**config.mk**
```make
export PLATFORM = sky130hd
export DESIGN_NAME = encoder_detent_key_events
export DESIGN_NICKNAME = d
export VERILOG_FILES = /design/src/hdl/ekd_pkg.sv /design/src/hdl/ekd_datapath.sv /design/src/hdl/ekd_ctrl.sv /design/src/hdl/encoder_detent_key_events.sv
export SDC_FILE = /design/constraint.sdc
export NUM_CORES = 1
export LEC_CHECK = 0
export ABC_AREA = 1
export BUFFER_PORTS_ARGS = -buffer_cell sky130_fd_sc_hd__clkbuf_2
export CAP_MARGIN = 30
export CORE_MARGIN = 3
export CORE_UTILIZATION = 30
export CTS_BUF_LIST = sky130_fd_sc_hd__clkbuf_16
export DETAILED_ROUTE_END_ITERATION = 8
export HOLD_SLACK_MARGIN = 0.08
export PLACE_DENSITY = 0.46
export SYNTH_ARGS = -nofsm -noshare
export SYNTH_HDL_FRONTEND = slang
export SYNTH_SLANG_ARGS = --single-unit
```
**constraint.sdc**
```tcl
create_clock -name clk -period 2.94 [get_ports clk]
set_clock_uncertainty 0.15 [all_clocks]
set_input_delay 0.294 -clock clk [delete_from_list [all_inputs] [get_ports clk]]
set_output_delay 0.294 -clock clk [all_outputs]
set_load 0.005 [all_outputs]
```
**src/hdl/ekd_pkg.sv**
```systemverilog
// Shared types and constants for the encoder detent key event block.
// Used by ekd_ctrl, ekd_datapath and encoder_detent_key_events; no dependencies.
package ekd_pkg;

  localparam int QUEUE_DEPTH_DEF = 16;
  localparam int DELTA_W         = 16;
  localparam int DETENT_W        = 8;
  localparam int REM_W           = 9;
  localparam int DIV_CNT_W       = 4;
  localparam int CFG_INDEX_W     = 2;
  localparam int S_TDATA_W       = 24;
  localparam int M_TDATA_W       = 8;

  localparam logic [DETENT_W-1:0]    DETENT_RESET = 8'd4;
  localparam logic [CFG_INDEX_W-1:0] REG_DETENT   = 2'd0;
  localparam logic [CFG_INDEX_W-1:0] REG_BUTTON   = 2'd1;

  typedef enum logic [1:0] {
    KEY_NONE  = 2'd0,
    KEY_DOWN  = 2'd1,
    KEY_UP    = 2'd2,
    KEY_ENTER = 2'd3
  } key_t;

  typedef struct packed {
    logic load;
    logic div_step;
    logic div_finish;
    logic push;
    logic push_enter;
    logic push_pressed;
    logic dec_detent;
    logic button_update;
    logic set_drop;
    logic read_head;
    logic emit;
  } cmd_t;

  typedef struct packed {
    logic div_last;
    logic detents_zero;
    logic full;
    logic button_change;
    logic out_free;
  } status_t;

endpackage

```
**src/hdl/ekd_datapath.sv**
```systemverilog
// Datapath of the encoder detent key event block: configuration registers,
// serial divider, event queue memory and result register. Depends on ekd_pkg.
module ekd_datapath #(
  parameter int QUEUE_DEPTH = ekd_pkg::QUEUE_DEPTH_DEF
) (
  input  logic                              clk,
  input  logic                              rst,
  input  logic                              cfg_we,
  input  logic [ekd_pkg::CFG_INDEX_W-1:0]   cfg_index,
  input  logic [ekd_pkg::DETENT_W-1:0]      cfg_data,
  input  logic [ekd_pkg::S_TDATA_W-1:0]     s_tdata,
  output logic                              m_tvalid,
  input  logic                              m_tready,
  output logic [ekd_pkg::M_TDATA_W-1:0]     m_tdata,
  input  ekd_pkg::cmd_t                     cmd,
  output ekd_pkg::status_t                  status
);
  import ekd_pkg::*;

  localparam int PTR_W = (QUEUE_DEPTH > 1) ? $clog2(QUEUE_DEPTH) : 1;
  localparam int CNT_W = $clog2(QUEUE_DEPTH + 1);

  logic [DETENT_W-1:0]  detent_pulses;
  logic                 button_enable;
  logic signed [REM_W-1:0] rem_acc;
  logic                 button_state;
  logic                 level;
  logic                 read_ok;
  logic                 neg;
  logic [DELTA_W-1:0]   dq;
  logic [DETENT_W-1:0]  part;
  logic [DIV_CNT_W-1:0] div_cnt;
  logic [DELTA_W-1:0]   detents;
  logic                 dropped;
  logic [2:0]           queue_mem [QUEUE_DEPTH];
  logic [2:0]           rd_data;
  logic [PTR_W-1:0]     head;
  logic [PTR_W-1:0]     tail;
  logic [CNT_W-1:0]     count;
  key_t                 out_key;
  logic                 out_pressed;
  logic                 out_more;
  logic                 out_dropped;

  logic [DETENT_W-1:0]      divisor;
  logic signed [DELTA_W:0]  total;
  logic [DELTA_W:0]         total_mag;
  logic [DETENT_W:0]        trial;
  logic [DETENT_W:0]        diff;
  logic                     qbit;
  logic [REM_W-1:0]         rem_mag;
  logic [2:0]               push_entry;
  logic                     full;
  key_t                     dir_key;

  assign divisor   = (detent_pulses == '0) ? DETENT_W'(1) : detent_pulses;
  assign total     = (DELTA_W+1)'(rem_acc)
                   + (DELTA_W+1)'($signed(s_tdata[DELTA_W-1:0]));
  assign total_mag = total[DELTA_W] ? (DELTA_W+1)'(-total) : (DELTA_W+1)'(total);
  assign trial     = {part, dq[DELTA_W-1]};
  assign diff      = trial - {1'b0, divisor};
  assign qbit      = (trial >= {1'b0, divisor});
  assign rem_mag   = {1'b0, part};
  assign full      = (count == CNT_W'(QUEUE_DEPTH));
  assign dir_key   = neg ? KEY_UP : KEY_DOWN;
  assign push_entry = cmd.push_enter ? {KEY_ENTER, level} : {dir_key, cmd.push_pressed};

  assign status.div_last      = (div_cnt == '0);
  assign status.detents_zero  = (detents == '0);
  assign status.full          = full;
  assign status.button_change = button_enable && read_ok && (level != button_state);
  assign status.out_free      = !m_tvalid || m_tready;

  assign m_tdata = {3'b000, out_dropped, out_more, out_pressed, out_key};

  always_ff @(posedge clk) begin
    if (rst) begin
      detent_pulses   <= DETENT_RESET;
      button_enable   <= 1'b1;
      rem_acc         <= '0;
      button_state    <= 1'b0;
      head            <= '0;
      tail            <= '0;
      count           <= '0;
      m_tvalid        <= 1'b0;
      dropped         <= 1'b0;
    end else begin
      if (cfg_we) begin
        case (cfg_index)
          REG_DETENT: detent_pulses <= cfg_data;
          REG_BUTTON: button_enable <= cfg_data[0];
          default: ;
        endcase
      end
      if (cmd.load) begin
        dropped <= 1'b0;
      end
      if (cmd.set_drop) begin
        dropped <= 1'b1;
      end
      if (cmd.div_finish) begin
        rem_acc <= neg ? $signed(REM_W'(0) - rem_mag) : $signed(rem_mag);
      end
      if (cmd.button_update) begin
        button_state <= level;
      end
      if (cmd.push) begin
        tail  <= (tail == PTR_W'(QUEUE_DEPTH - 1)) ? '0 : tail + 1'b1;
        count <= count + 1'b1;
      end
      if (cmd.emit) begin
        m_tvalid <= 1'b1;
      end else if (m_tready) begin
        m_tvalid <= 1'b0;
      end
      if (cmd.emit && count != '0) begin
        head  <= (head == PTR_W'(QUEUE_DEPTH - 1)) ? '0 : head + 1'b1;
        count <= count - 1'b1;
      end
    end
  end

  always_ff @(posedge clk) begin
    if (cmd.load) begin
      level   <= s_tdata[DELTA_W];
      read_ok <= s_tdata[DELTA_W+1];
      neg     <= total[DELTA_W];
      dq      <= total_mag[DELTA_W-1:0];
      part    <= '0;
      div_cnt <= DIV_CNT_W'(DELTA_W - 1);
    end
    if (cmd.div_step) begin
      dq      <= {dq[DELTA_W-2:0], qbit};
      part    <= qbit ? diff[DETENT_W-1:0] : trial[DETENT_W-1:0];
      div_cnt <= div_cnt - 1'b1;
    end
    if (cmd.div_finish) begin
      detents <= dq;
    end
    if (cmd.dec_detent) begin
      detents <= detents - 1'b1;
    end
    if (cmd.push) begin
      queue_mem[tail] <= push_entry;
    end
    if (cmd.read_head) begin
      rd_data <= queue_mem[head];
    end
    if (cmd.emit) begin
      out_dropped <= dropped;
      if (count != '0) begin
        out_key     <= key_t'(rd_data[2:1]);
        out_pressed <= rd_data[0];
        out_more    <= (count > CNT_W'(1));
      end else begin
        out_key     <= KEY_NONE;
        out_pressed <= 1'b0;
        out_more    <= 1'b0;
      end
    end
  end

  a_count_bound: assert property (@(posedge clk) disable iff (rst)
    count <= CNT_W'(QUEUE_DEPTH))
    else $error("Queue count exceeds depth.");

  a_no_push_full: assert property (@(posedge clk) disable iff (rst)
    !(cmd.push && full))
    else $error("Push issued while the queue is full.");

  a_emit_valid: assert property (@(posedge clk) disable iff (rst)
    cmd.emit |=> m_tvalid)
    else $error("Emit did not raise the output valid.");

  a_empty_none: assert property (@(posedge clk) disable iff (rst)
    (cmd.emit && count == '0) |=> (m_tdata[1:0] == KEY_NONE && !m_tdata[3]))
    else $error("Empty queue reported an event.");

endmodule

```
**src/hdl/ekd_ctrl.sv**
```systemverilog
// Controller state machine of the encoder detent key event block.
// Sequences divide, pushes, button check and pop; depends on ekd_pkg.
module ekd_ctrl (
  input  logic              clk,
  input  logic              rst,
  input  logic              s_tvalid,
  output logic              s_tready,
  input  ekd_pkg::status_t  status,
  output ekd_pkg::cmd_t     cmd
);
  import ekd_pkg::*;

  typedef enum logic [2:0] {
    IDLE, DIV, FINISH, PUSH_PRESS, PUSH_RELEASE, BUTTON, READ, EMIT
  } state_t;

  state_t state;
  state_t state_next;

  assign s_tready = (state == IDLE);

  always_comb begin
    cmd        = '0;
    state_next = state;
    case (state)
      IDLE: begin
        if (s_tvalid) begin
          cmd.load   = 1'b1;
          state_next = DIV;
        end
      end
      DIV: begin
        cmd.div_step = 1'b1;
        if (status.div_last) begin
          state_next = FINISH;
        end
      end
      FINISH: begin
        cmd.div_finish = 1'b1;
        state_next     = PUSH_PRESS;
      end
      PUSH_PRESS: begin
        if (status.detents_zero) begin
          state_next = BUTTON;
        end else if (status.full) begin
          cmd.set_drop = 1'b1;
          state_next   = BUTTON;
        end else begin
          cmd.push         = 1'b1;
          cmd.push_pressed = 1'b1;
          state_next       = PUSH_RELEASE;
        end
      end
      PUSH_RELEASE: begin
        if (status.full) begin
          cmd.set_drop = 1'b1;
          state_next   = BUTTON;
        end else begin
          cmd.push       = 1'b1;
          cmd.dec_detent = 1'b1;
          state_next     = PUSH_PRESS;
        end
      end
      BUTTON: begin
        if (status.button_change) begin
          cmd.button_update = 1'b1;
          if (status.full) begin
            cmd.set_drop = 1'b1;
          end else begin
            cmd.push       = 1'b1;
            cmd.push_enter = 1'b1;
          end
        end
        state_next = READ;
      end
      READ: begin
        cmd.read_head = 1'b1;
        state_next    = EMIT;
      end
      EMIT: begin
        if (status.out_free) begin
          cmd.emit   = 1'b1;
          state_next = IDLE;
        end
      end
      default: state_next = IDLE;
    endcase
  end

  always_ff @(posedge clk) begin
    if (rst) begin
      state <= IDLE;
    end else begin
      state <= state_next;
    end
  end

endmodule

```
**src/hdl/encoder_detent_key_events.sv**
```systemverilog
// Top level of the encoder detent key event block: one poll in, one key event out.
// Each poll runs the serial divider, then writes a press and a release event per detent
// (at most QUEUE_DEPTH/2 press events per poll), checks the button and reads the queue head.
// No new poll is taken until a result is emitted; a result held by m_tready stalls s_tready.
// Reset (synchronous, rst high) empties the queue, zeros the remainder,
// releases the button state and loads detent_pulses 4 and button_enable 1.
module encoder_detent_key_events #(
  parameter int QUEUE_DEPTH = ekd_pkg::QUEUE_DEPTH_DEF
) (
  input  logic                              clk,
  input  logic                              rst,
  input  logic                              cfg_we,
  input  logic [ekd_pkg::CFG_INDEX_W-1:0]   cfg_index,
  input  logic [ekd_pkg::DETENT_W-1:0]      cfg_data,
  input  logic                              s_tvalid,
  output logic                              s_tready,
  // Fields from bit 0: pulse_delta[15:0], button_level, button_read_ok.
  input  logic [ekd_pkg::S_TDATA_W-1:0]     s_tdata,
  output logic                              m_tvalid,
  input  logic                              m_tready,
  // Fields from bit 0: key_code[1:0], key_pressed, more_pending, events_dropped.
  output logic [ekd_pkg::M_TDATA_W-1:0]     m_tdata
);
  import ekd_pkg::*;

  cmd_t    cmd;
  status_t status;

  ekd_ctrl u_ctrl (
    .clk      (clk),
    .rst      (rst),
    .s_tvalid (s_tvalid),
    .s_tready (s_tready),
    .status   (status),
    .cmd      (cmd)
  );

  ekd_datapath #(
    .QUEUE_DEPTH (QUEUE_DEPTH)
  ) u_datapath (
    .clk       (clk),
    .rst       (rst),
    .cfg_we    (cfg_we),
    .cfg_index (cfg_index),
    .cfg_data  (cfg_data),
    .s_tdata   (s_tdata),
    .m_tvalid  (m_tvalid),
    .m_tready  (m_tready),
    .m_tdata   (m_tdata),
    .cmd       (cmd),
    .status    (status)
  );

endmodule

```
Word-level counts from Yosys, hierarchy flattened
Memories as Yosys holds them, arrays and structs flattened. A register that Yosys moved wholly into a read port is not among the register bits.
Cells that the tools add are included.

cells by class
  $add $sub $neg = 10
  order comparisons = 2
  equal/unequal tests = 15
  mux-type cells = 51
  reduce and logical (&&, ||, !) cells = 19

operators with widths
  cell                                                                   count
  16-bit 2-to-1 mux                                                      5
  8-bit 2-to-1 mux                                                       4
  3-bit one-hot mux with 8 select lines                                  1
  1-bit 2-to-1 mux                                                       23
  9-bit by 16-bit adder with 17-bit output                               1
  16-bit logical NOT                                                     1
  4-bit 2-to-1 mux                                                       4
  16-bit negator                                                         1
  16-bit by 1-bit subtractor with 16-bit output (second input constant)  1
  3-bit 2-to-1 mux                                                       5
  3-bit == test (second input constant)                                  4
  5-bit 2-to-1 mux                                                       2
  2-bit nonzero test                                                     5
  9-bit by 8-bit >= comparator with 1-bit output                         1
  9-bit 2-to-1 mux                                                       1
  1-bit by 8-bit subtractor with 9-bit output (first input constant)     1
  4-bit by 1-bit adder with 4-bit output (second input constant)         2
  4-bit == test (second input constant)                                  2
  8-bit logical NOT                                                      1
  2-bit 2-to-1 mux                                                       4
  8-bit subtractor                                                       1
  3-bit by 2-bit == test with 1-bit output (second input constant)       2
  2-bit inequality test (second input constant)                          3
  1-bit one-hot mux with 3 select lines                                  2
  17 further kinds                                                       20

storage, ports and cells
  flip-flop bits (word level) = 89
  bits in writable memories = 48
  bits of input ports = 39
  output and inout bits = 10
  word-level logic and storage cells = 119
  memories = 1

memory list
  name                  depth  width  rd ports  clocked after Yosys merged registers in  write ports  line                source
  u_datapath.queue_mem  16     3      1         1                                        1            ekd_datapath.sv:35  logic [2:0] queue_mem [QUEUE_DEPTH];

Depth between registers and ports, before layout
Gate-level depths: netlist (run 1).

  depth after elaboration = 6
  mapped depth = 19

Modules after synthesis
A second synthesis (run 1) with hierarchy kept.

unflattened totals
  cells, all modules = 1020
  area total of the unflattened synthesis = 8365.5 um^2

by module, submodules not included
  module        times used  cells each  area an instance (um^2)  sequential area each (um^2)
  ekd_datapath  1           958         7945.1                   3773.6
  ekd_ctrl      1           62          420.4                    60.1

Worst setup path after synthesis (run 1)
OpenSTA, ideal clock, no wires.

  path kind = reg-to-reg
  start = reg u_ctrl.state[1]
  end = reg u_datapath.div_cnt[0], enable pin
  setup time = 0.452 ns
  arrival time = 2.741 ns
  required time = 2.338 ns
  slack = -0.403 ns
  cell stages (with the launch flop) = 4
  buffers on the path = 0
  clock period less this slack = 3.343 ns
  path through = dfxtp_1 -> nor3_1 -> inv_1 -> o21ai_0

on the way
  cells in the longest elaborated chain, start to end = 3
  elaborated cells on any way between the ends = 5
  those cells by class = eq/ne (1); mux (2); reduce/logical (2)

RTL lines
  element                              line                             source
  from (decl)                          ekd_ctrl.sv:17                   state_t state;
  from (signal assigned)               ekd_ctrl.sv:94                   state <= state_next;
  3-bit logical NOT                    n/a
  net s_tready                         encoder_detent_key_events.sv:16  output logic s_tready,
  1-bit 2-to-1 mux                     ekd_ctrl.sv:25                   case (state)
  2-bit nonzero test (no source line)  n/a
  to (signal assigned)                 ekd_datapath.sv:130              div_cnt <= DIV_CNT_W'(DELTA_W - 1);
  to (signal assigned)                 ekd_datapath.sv:135              div_cnt <= div_cnt - 1'b1;
  to (decl)                            ekd_datapath.sv:32               logic [DIV_CNT_W-1:0] div_cnt;

The timed path passes the listed nets, and every way through them passes these cells.
A chain may end at the register's enable or synchronous reset.

Final worst setup path (run 1)
  start = reg u_datapath.rem_acc[0]
  end = reg u_datapath.dq[15], data pin

on the way
  cells in the longest elaborated chain, start to end = 5

RTL lines
  element                                     line                 source
  from (decl)                                 ekd_datapath.sv:25   logic signed [REM_W-1:0] rem_acc;
  from (signal assigned)                      ekd_datapath.sv:102  rem_acc <= neg ? $signed(REM_W'(0) - rem_mag) : $signed(rem_mag);
  9-bit by 16-bit adder with 17-bit output *  ekd_datapath.sv:58   + (DELTA_W+1)'($signed(s_tdata[DELTA_W-1:0]));
  16-bit negator                              ekd_datapath.sv:59   assign total_mag = total[DELTA_W] ? (DELTA_W+1)'(-total) : (DELTA_W+1)'(total);
  16-bit 2-to-1 mux *                         ekd_datapath.sv:59
  16-bit 2-to-1 mux *                         ekd_datapath.sv:124  if (cmd.load) begin
  16-bit 2-to-1 mux *                         ekd_datapath.sv:132  if (cmd.div_step) begin
  to (signal assigned)                        ekd_datapath.sv:128  dq <= total_mag[DELTA_W-1:0];
  to (signal assigned)                        ekd_datapath.sv:133  dq <= {dq[DELTA_W-2:0], qbit};
  to (decl)                                   ekd_datapath.sv:30   logic [DELTA_W-1:0] dq;

Every way passes the cells marked *; elsewhere a longest branch is shown, timed or not. The select of a mux whose other input is x is not followed.

==> results of run 1 <==
==> cell type report <==
cell class                 count  area share
tap                          341      0.0445
sequential                   140       0.400
timing repair buffer          65      0.0446
clock inverter                15      0.0202
multi-input combinational    705       0.395
inverter                     131      0.0515
clock buffer                  17      0.0444
==> stage by stage <==
step / util / cells
after floorplan: - / 1003
after global placement: 0.327 / 1367
after detailed placement: 0.327 / 1367
after CTS: 0.356 / 1414
after global routing: 0.356 / 1414
final: 0.356 / 1414
==> final timing paths <==
check / start / to / depth (start not counted)
setup / recovery: u_datapath.rem_acc[0] / u_datapath.dq[15] / 17
hold / removal: cfg_index[0] / u_datapath.detent_pulses[2] / 3
setup reg to reg: u_datapath.rem_acc[0] / u_datapath.dq[15] / 17
hold reg to reg: u_datapath.detent_pulses[3] / u_datapath.detent_pulses[3] / 2
==> power groups by stage <==
| stage | combinational (mW) | sequential [mW] | clock, mW |
|---|---|---|---|
| after floorplan | 0.908 | 2.47 | 0 |
| after global routing | 1.40 | 2.50 | 2.34 |
| after detailed placement | 1.18 | 2.52 | 0 |
| final | 1.19 | 2.48 | 2.19 |
| after global placement | 1.18 | 2.52 | 0 |
| after CTS | 1.21 | 2.48 | 2.26 |
==> flip-flops by register name, summed over array words and instances (netlist names), 2 cells and up <==
signal	count
u_datapath.dq	16
u_datapath.div_cnt	4
u_datapath.tail	4
u_datapath.head	4
u_datapath.part	8
u_datapath.count	5
u_datapath.detents	16
u_datapath.queue_mem	48
u_datapath.out_key	2
u_datapath.rd_data	3
u_datapath.detent_pulses	8
u_datapath.rem_acc	9
u_ctrl.state	3
==> placed cells by master (no fill, tap or decap), types with 5 or more instances in the layout <==
cell type,instances
o221ai_1,7
o21ai_0,70
inv_2,6
nor2_1,104
clkbuf_2,39
a21oi_1,53
nand3_1,62
nand2_4,5
xnor2_1,9
a31oi_1,5
o32ai_1,6
nand2_2,17
ha_1,35
nand4_1,11
inv_1,121
nand3b_1,6
clkbuf_16,17
dlygate4sd3_1,15
xor2_1,17
dfxtp_1,37
nand2_1,229
nor2_2,8
nor4_1,5
edfxtp_1,103
mux2i_1,6
clkinv_8,6
buf_4,11
or2_2,5
nor3_1,9
==> cell families (layout without fill, tap and decap cells) <==
| group | count (synthesis) | count (layout) |
|---|---|---|
| xor+xnor | 26 | 26 |
| other cells | 1 | 3 |
| flops | 140 | 140 |
| mux | 6 | 6 |
| fa+ha+maj | 38 | 38 |
| compound gates | 159 | 159 |
| buf+inv | 158 | 228 |
| simple gates | 473 | 473 |
==> synth_stat cells (2+ instances only) <==
master,number
nand4_1,11
fa_1,2
nand3b_1,6
xor2_1,17
buf_4,7
nand2_2,15
dfxtp_1,37
nor4_1,5
nand2_4,5
a21oi_2,2
inv_2,6
a211oi_1,2
o21ai_0,71
ha_1,36
nand2_1,231
nor2_2,7
buf_2,2
o221ai_1,7
a21oi_1,53
o32ai_1,6
edfxtp_1,103
inv_1,121
nand3_1,62
or2_2,5
or3_1,2
nor2_1,105
xnor2_1,9
clkbuf_1,15
and2_1,3
clkinv_1,3
o211ai_1,2
nor3_1,9
o31ai_1,4
buf_6,2
a31oi_1,5
nand3_2,4
mux2i_1,6
==> worst max-delay path, delay by kind of cell (launching register included) <==
family / cells / cell delay [ns]
and+or+nand+nor: 13 / 1.16
adders and majority gates: 2 / 0.59
DFF: 1 / 0.33
buffers and inverters: 2 / 0.19
==> per-layer routing <==
metal | global-route usage | vias up | share of wire
met5 | 0 | - | 0
met4 | 0.0375 | 0 | 0.012
met3 | 0.0246 | 11 | 0.028
met2 | 0.210 | 85 | 0.45
met1 | 0.193 | 2975 | 0.51
li1 | - | 3466 | -
==> what timing repair did <==
item | CTS | global route
hold buffers | 15 | 0
gates resized for setup | 0 | 4
endpoints found under the hold margin | 13 | 0
endpoints found under the setup margin | 0 | 8
==> out/qor.txt, run 1 <==
status: completed
initial antenna violation count: 0
CTS root buffer: clkbuf_16
Clock power frac: 0.374
final worst setup slack: 0.258 ns
Synth Area in Compound Gates: 0.109
Post-synth EDFFs: 103
clk sinks: 140
Pwr Total: 5.86 mW
CORE AREA: 27,000 um2
pwr dens: 611 nW/um2
FMAX: 373 MHz
post-synth top area share: 0.375
Post-Syn Area per Cell: 8.23 um2
Mapped Area: 8240 um2
maximum VDD drop: 0.000281 V
Slew @ Worst Pin: 0.824 ns
worst path cell trace: ha_2 -> inv_1 -> fa_1 -> inv_1 -> nand3_1 -> nand2_2 -> nand2_2 -> nand2_2 -> nand2_1 -> nand2_1 -> nand2_2 -> nor2_2 -> nand2_1 -> nand2_2 -> nand3_1 -> nand3_1 -> nand2_1
Period minus WS final: 2.68 ns
DP Worst Slack: 0.191 ns
Area Growth Syn to Fin: 16.4%
final period utilization: 0.912
Post-Synth Simple-Gate Area: 0.253
# IOs: 49
Async S/R FF share, synth: 0
largest net degree at the start of global routing: 29
Global Route Usage Sum: 0.135
Synth Register Bits: 140
Initial Util: 0.306
die area: 29,500 um2
Final TNS setup: 0 ns
Crit Path Class: reg -> reg
Max Fanout on Critical Path: 5
Post-Synthesis Cells: 1,001
chip width: 172 um
post-synthesis mux area share: 0.00729
first-pass GRT wire length: 31.6 mm
Netlist cell types: 50
slowest stage delay, CP: 0.38 ns
routed len/inst: 13.6 um
max-slew violations: 0
adder-cell area share of the yosys netlist: 0.0595
Switching Share: 0.326
NumNets Final: 1,137
multi-input logic area: 3790 um2
total gr overflow: 0
Final Hold Fails: 0
Post-Layout Inst Area: 9590 um2
Net Sw Power: 1.91 mW
PortBufs: 39
Rel. slew slack: 0.450
antenna cells: 0
final setup vio count: 0
CP most frequent cell: nand2_2
H-Tree Depth: 4
Worst-path clk slew: 0.07 ns
first-pass iteration count of the detailed router: 4
Critical Path Sink Type: register
DP Wirelength: 14.4 mm
DRC: 0
RSZ-0062 raised after global routing: yes
final antenna-violating net count: 0
Iter 0 DRT Violations: 445
final WL: 19.2 mm
placed cell areas: 8810 um2
Most used DFF post-synth: edfxtp_1
total CTS buffers: 17
Internal: 3.95 mW
clock buffer depth: 2
Setup crit start kind: register
Vias/cell: 4.62
hold crit path type: in -> reg
CP Data Arrival Time: 2.71 ns
fill count: 2,835
Seq. cell area: 3830 um2
number of global-route vias before repair: 6,183
leakage: 4.09 nW
Skew-Pair Late Insertion Delay: 0.43 ns
maxcap violations: 0
layout cells sized above 1: 0.126
Die Height: 172 um
Row Count: 60
worst reg2reg setup slack: 0.26 ns
routability cong.: 0.805
Seq/Total Area, Yosys: 0.465
yosys warns: 0
Slowest cell on crit path: fa_1
routed via count: 6,537
Gate power share: 0.203
Critical Path RT: 2.96 ns
largest cells by area after synthesis: edfxtp_1, nand2_1, dfxtp_1
TritonCTS clock tree: built
Reg power frac: 0.423
Post-Synth XOR/XNOR Area: 0.0276
largest family of logic cells by synthesized area: simple AND/OR/NAND/NOR gates
leading area contributor after synthesis: edfxtp_1
Hold WS: 0.0893 ns
Setup Buffers After CTS: 0
No activity file was read; power rests on OpenSTA's default activity.
==> inputs of run 2 (changes only) <==
==> constraint.sdc (replaced) <==
create_clock -name clk -period 2.94 [get_ports clk]
set_clock_uncertainty 0.15 [all_clocks]
set_input_delay 0.441 -clock clk [delete_from_list [all_inputs] [get_ports clk]]
set_output_delay 0.441 -clock clk [all_outputs]
set_load 0.005 [all_outputs]
==> run 2 against run 1 <==
First-iteration DRC count fell by 21%; sequential power hardly changed; worst hold slack improved by 0.019 ns; power rose by 0.54%; largest power group unchanged; critical path type unchanged; register-to-register slack barely moved; sequential share of layout area is 0.44 points higher; via count shrank 0.73%; non-clock buffer count shrank 11; die area unchanged.
==> out/qor.txt, run 2 (synthesis gave the netlist of run 1 again) <==
first-pass iteration count of the detailed router: 4
largest net degree at the start of global routing: 29
Post-Layout Inst Area: 9490 um2
Slew @ Worst Pin: 0.814 ns
first-pass GRT wire length: 31.8 mm
CORE AREA: 27,000 um2
clock buffer depth: 2
Largest Register: u_datapath.queue_mem
Crit Path Class: reg -> reg
Critical Path Sink Type: register
Initial Util: 0.306
Max Fanout on Critical Path: 10
worst path cell trace: nor4_2 -> a41o_1 -> ha_1 -> nand3b_1 -> nand2_1 -> a31oi_2 -> o21ai_0 -> nand2_1 -> nand2_2 -> nor2_2 -> nand2_1 -> o21ai_0
Row Count: 60
max reg flops: 48
chip width: 172 um
Slowest cell on crit path: dfxtp_1
Final Hold Fails: 0
Top Registers: u_datapath.queue_mem x48, u_datapath.detents x16, u_datapath.dq x16
placed cell areas: 8820 um2
die area: 29,500 um2
antenna cells: 0
CP most frequent cell: nand2_1
routed len/inst: 13.5 um
Vias/cell: 4.63
number of global-route vias before repair: 6,286
maximum VDD drop: 0.000300 V
max-slew violations: 0
Critical Path RT: 2.95 ns
NumNets Final: 1,126
DP Wirelength: 14.2 mm
initial antenna violation count: 0
Skew-Pair Late Insertion Delay: 0.42 ns
most common cell after layout, fill and taps aside: nand2_1
Worst-path clk slew: 0.07 ns
slowest stage delay, CP: 0.41 ns
Die Height: 172 um
total CTS buffers: 17
clk sinks: 140
status: completed
final core occ: 0.352
PortBufs: 39
H-Tree Depth: 4
CTS root buffer: clkbuf_16
layout cells sized above 1: 0.127
maxcap violations: 0
Setup Buffers After CTS: 0
final WL: 18.9 mm
RSZ-0062 raised after global routing: no
Area Growth Syn to Fin: 15.1%
CP Data Arrival Time: 2.68 ns
Final TNS setup: 0 ns
Finished Layout Cells: 1,403
leading cell types in the layout, fill and taps excluded: nand2_1, inv_1, nor2_1
Period minus WS final: 2.68 ns
leakage: 4.05 nW
# IOs: 49
Placed Cells incl. Taps: 1,368
final setup vio count: 0
Setup crit start kind: register
total gr overflow: 0
final antenna-violating net count: 0
final period utilization: 0.910
routed via count: 6,489
FMAX: 374 MHz
Global Route Usage Sum: 0.135
Iter 0 DRT Violations: 350
pwr dens: 621 nW/um2
Rel. slew slack: 0.456
routability cong.: 0.792
TritonCTS clock tree: built
hold crit path type: in -> reg
DRC: 0
## run 2: cell count changes in the layout (fill, tap and decap cells not counted), moves of 2 or more
cell / delta
clkinv_8: -2
nand2_1: +2
nand2_2: -2
dlygate4sd3_1: -12
inv_8: +2
## run 2: worst paths after layout
check,from,to,slack [ns],cells after the start
hold reg to reg,u_datapath.detent_pulses[5],u_datapath.detent_pulses[5],0.34,2
setup reg to reg,u_datapath.detent_pulses[1],u_datapath.part[3],0.26,12
hold / removal,cfg_data[0],u_datapath.detent_pulses[0],0.11,3
setup / recovery,u_datapath.detent_pulses[1],u_datapath.part[3],0.26,12
## run 2: layout make-up
type                            instances  area (um2)
Fill cell                            2796       17500
Clock buffer                           17         425
Sequential cell                       140        3830
Multi-Input combinational cell        705        3790
Inverter                              131         494
Tap cell                              341         427
Clock inverter                         15         196
Timing Repair Buffer                   54         315
## run 2: timing repair
item | 4_1_cts | 5_1_grt
hold buffers | 3 | 0
endpoints found under the hold margin | 3 | 0
resized for setup | 0 | 3
endpoints found under the setup margin | 0 | 8
## run 2: where the power goes
| group | switching [mW] | internal [mW] | total (mW) |
|---|---|---|---|
| Clock | 1.00 | 1.23 | 2.24 |
| Sequential | 0.125 | 2.35 | 2.48 |
| Combinational | 0.752 | 0.430 | 1.18 |
| Total | 1.88 | 4.02 | 5.90 |
## run 2: per-layer routing
metal,routed length [um],up-vias,global-route usage
met2,8760,87,0.218
met4,233,0,0.0385
li1,-,3449,-
met5,0,-,0
met3,479,16,0.0209
met1,9430,2937,0.187
## run 2: through the flow
stage | power (mW) | hold slack (ns) | worst slack, ns
global placement | 3.70 | 0.321 | 0.114
finish | 5.90 | 0.108 | 0.263
detailed placement | 3.70 | 0.325 | 0.103
CTS | 5.96 | 0.0884 | 0.156
floorplan | 3.38 | 0.252 | 0.353
global route | 6.29 | 0.101 | 0.00233
## run 2: worst max-delay path, delay by kind of cell (launching register included)
| family | cells | cell delay [ns] |
|---|---|---|
| DFF | 1 | 0.41 |
| and+or+nand+nor | 7 | 0.88 |
| adders and majority gates | 1 | 0.21 |
| AOI/OAI and AO/OA | 4 | 0.77 |
==> inputs of run 3 (changes only) <==
Settings changed: ABC_AREA 1 to unset.
==> run 3 against run 2 <==
Non-clock buffer count up 90; final cell count fell by 13%; critical path depth unchanged; core utilization increased by 3.8 points; wire length shrank 5.0%; maximum frequency is 17% lower; die area fell by 5.2%; cell area increased by 4.1%; synthesized cell count is 25% lower; critical endpoint is now u_datapath.dq[15]; combinational power is 15% higher; the flow now finishes with violations (negative setup slack); flip-flop and latch count is the same.
==> out/qor.txt, run 3 <==
NumNets Final: 961
worst hold path cell count: 3
count leader, synth: edfxtp_1
Reg power frac: 0.409
Post-Layout Inst Area: 9870 um2
RSZ-0062 raised after global routing: yes
Post-synth EDFFs: 103
slowest stage delay, CP: 0.43 ns
Switching Share: 0.311
worst path cell trace: ha_4 -> inv_2 -> fa_2 -> nand2b_4 -> a211o_1 -> a211o_1 -> nand2_1 -> xor2_1 -> or3_4 -> o41ai_2 -> a21o_1 -> a32oi_1
leakage: 3.79 nW
final WL: 18.0 mm
clk sinks: 140
CP most frequent cell: a211o_1
Hold WS: 0.108 ns
Iter 0 DRT Violations: 260
die area: 27,900 um2
Worst-path clk slew: 0.07 ns
routability cong.: 0.801
yosys warns: 0
layout cells sized above 1: 0.268
Finished Layout Cells: 1,227
routed via count: 5,840
PortBufs: 39
Netlist cell types: 63
final antenna-violating net count: 0
Critical Path Sink Type: register
Pwr Total: 6.00 mW
hold crit path type: in -> reg
Placed Cells incl. Taps: 1,184
max reg flops: 48
number of global-route vias before repair: 5,706
Row Count: 58
Met2 Routed Length: 8.57 mm
initial antenna violation count: 0
Most used DFF post-synth: edfxtp_1
max-slew violations: 0
fill count: 2,507
met1 wire length: 8.81 mm
Top Registers: u_datapath.queue_mem x48, u_datapath.detents x16, u_datapath.dq x16
Seq. cell area: 3840 um2
Post-Synthesis Cells: 754
DP Worst Slack: -0.548 ns
final core occ: 0.390
worst reg2reg setup slack: -0.29 ns
CORE AREA: 25,300 um2
failing checks: negative setup slack
Net Sw Power: 1.86 mW
Initial Util: 0.308
Synth top cells by count: edfxtp_1, nor2_1, nand2_1
final setup vio count: 15
Area Growth Syn to Fin: 26.7%
maximum VDD drop: 0.000372 V
Reg2Reg Launch Point: u_datapath.rem_acc[0]
CTS root buffer: clkbuf_16
Mapped Area: 7790 um2
clock buffer depth: 2
Final Hold Fails: 0
DP Wirelength: 13.4 mm
Critical Path RT: 2.94 ns
largest cells by area after synthesis: edfxtp_1, dfxtp_1, ha_1
Hold Startpoint: cfg_data[5]
Final TNS setup: -3.28 ns
Hold Path Sink: u_datapath.detent_pulses[5]
post-synth top area share: 0.397
CP Data Arrival Time: 3.23 ns
Skew-Pair Late Insertion Delay: 0.42 ns
status: complete, but fails checks
Die Height: 167 um
H-Tree Depth: 4
first-pass GRT wire length: 29.4 mm
Rel. slew slack: 0.433
final period utilization: 1.10
Period minus WS final: 3.23 ns
DRC: 0
Setup crit start kind: register
Internal: 4.14 mW
kind of cell adding the most delay to the critical path: compound AO/OA/AOI/OAI gates
first-pass iteration count of the detailed router: 5
most common cell after layout, fill and taps aside: edfxtp_1
pwr dens: 608 nW/um2
TritonCTS clock tree: built
Slowest cell on crit path: or3_4
total gr overflow: 0
# IOs: 49
maxcap violations: 0
R2R Path End: u_datapath.dq[15]
multi-input logic area: 3840 um2
chip width: 167 um
Clock power frac: 0.365
met3 routed WL: 443 um
top routing layer used: met4
Synth Register Bits: 140
Gate power share: 0.226
total CTS buffers: 17
largest net degree at the start of global routing: 38
Largest Register: u_datapath.queue_mem
Seq/Total Area, Yosys: 0.492
Max Fanout on Critical Path: 4
Vias/cell: 4.76
final worst setup slack: -0.286 ns
placed cell areas: 9060 um2
leading area contributor after synthesis: edfxtp_1
Global Route Usage Sum: 0.130
leading cell types in the layout, fill and taps excluded: edfxtp_1, buf_4, nor2_1
worst r2r path cells: 12
crit path buf inv count: 1
Crit Path Class: reg -> reg
antenna cells: 0
Slew @ Worst Pin: 0.850 ns
Post-Syn Area per Cell: 10.3 um2
Async S/R FF share, synth: 0
routed len/inst: 14.6 um
FMAX: 310 MHz
## run 3: changes by cell type after synthesis, moves of 12 or more
cell and delta:
nand2_1 -164, inv_1 -80, nand3_1 -46, o21ai_0 -34, xnor2_1 +19, mux4_2 +15
nand2_2 -15, nor2_1 -12, nor3_1 +12
## run 3: repair_timing
| action | CTS | global route |
|---|---|---|
| setup buffers | 3 | 3 |
| pin swaps | 6 | 10 |
| hold buffers | 5 | 0 |
| hold endpoints to repair | 5 | 0 |
| setup endpoints to repair | 23 | 41 |
| resized for setup | 10 | 26 |
## run 3: how the worst max path moves through the flow
stage                                      from           endpoint  slack (ns)  depth (start not counted)
after detailed placement             s_tdata[0]   u_datapath.dq[2]       -0.55                         14
after global routing      u_datapath.rem_acc[0]  u_datapath.dq[15]       -0.42                         12
after global placement               s_tdata[0]   u_datapath.dq[2]       -0.52                         14
after CTS                 u_datapath.rem_acc[0]   u_datapath.dq[2]       -0.29                         13
final                     u_datapath.rem_acc[0]  u_datapath.dq[15]       -0.29                         12
after floorplan                      s_tdata[0]  u_datapath.dq[15]       -0.31                         12
## run 3: metal layers
layer / GRT usage / up-vias
li1: - / 2997
met1: 0.177 / 2764
met2: 0.214 / 69
met3: 0.0257 / 10
met4: 0.0327 / 0
met5: 0 / -
## run 3: worst register-to-register path: cells and delay by family (launching register included)
kind / cells / cell delay (ns)
AOI/OAI and AO/OA: 5 / 1.19
xor gates and xnor gates: 1 / 0.09
adders and majority gates: 2 / 0.46
buffers and inverters: 1 / 0.03
DFF: 1 / 0.35
and+or+nand+nor: 3 / 0.69
## run 3: cells by family (layout without fill, tap and decap cells)
kind of cell	count (synthesis)	after routing	synth area share
compound gates	158	158	0.127
xor+xnor	51	51	0.0573
fa+ha+maj	38	38	0.0629
buf+inv	76	217	0.0411
flops	140	140	0.492
mux	27	27	0.0591
other cells	1	3	0.000481
simple gates	263	263	0.160
## run 3: final cells by class
cell class                      count  share of cell area
Clock buffer                       17              0.0431
Timing Repair Buffer              144               0.103
Multi-Input combinational cell    540               0.389
Tap cell                          330              0.0418
Inverter                           41              0.0156
Sequential cell                   140               0.389
Clock inverter                     15              0.0191
## run 3: power by group through the flow
stage | sequential (mW) | combinational, mW | clock (mW)
detailed placement | 2.50 | 1.27 | 0
CTS | 2.45 | 1.30 | 2.26
finish | 2.45 | 1.36 | 2.19
global placement | 2.50 | 1.27 | 0
global route | 2.47 | 1.53 | 2.34
floorplan | 2.45 | 0.811 | 0
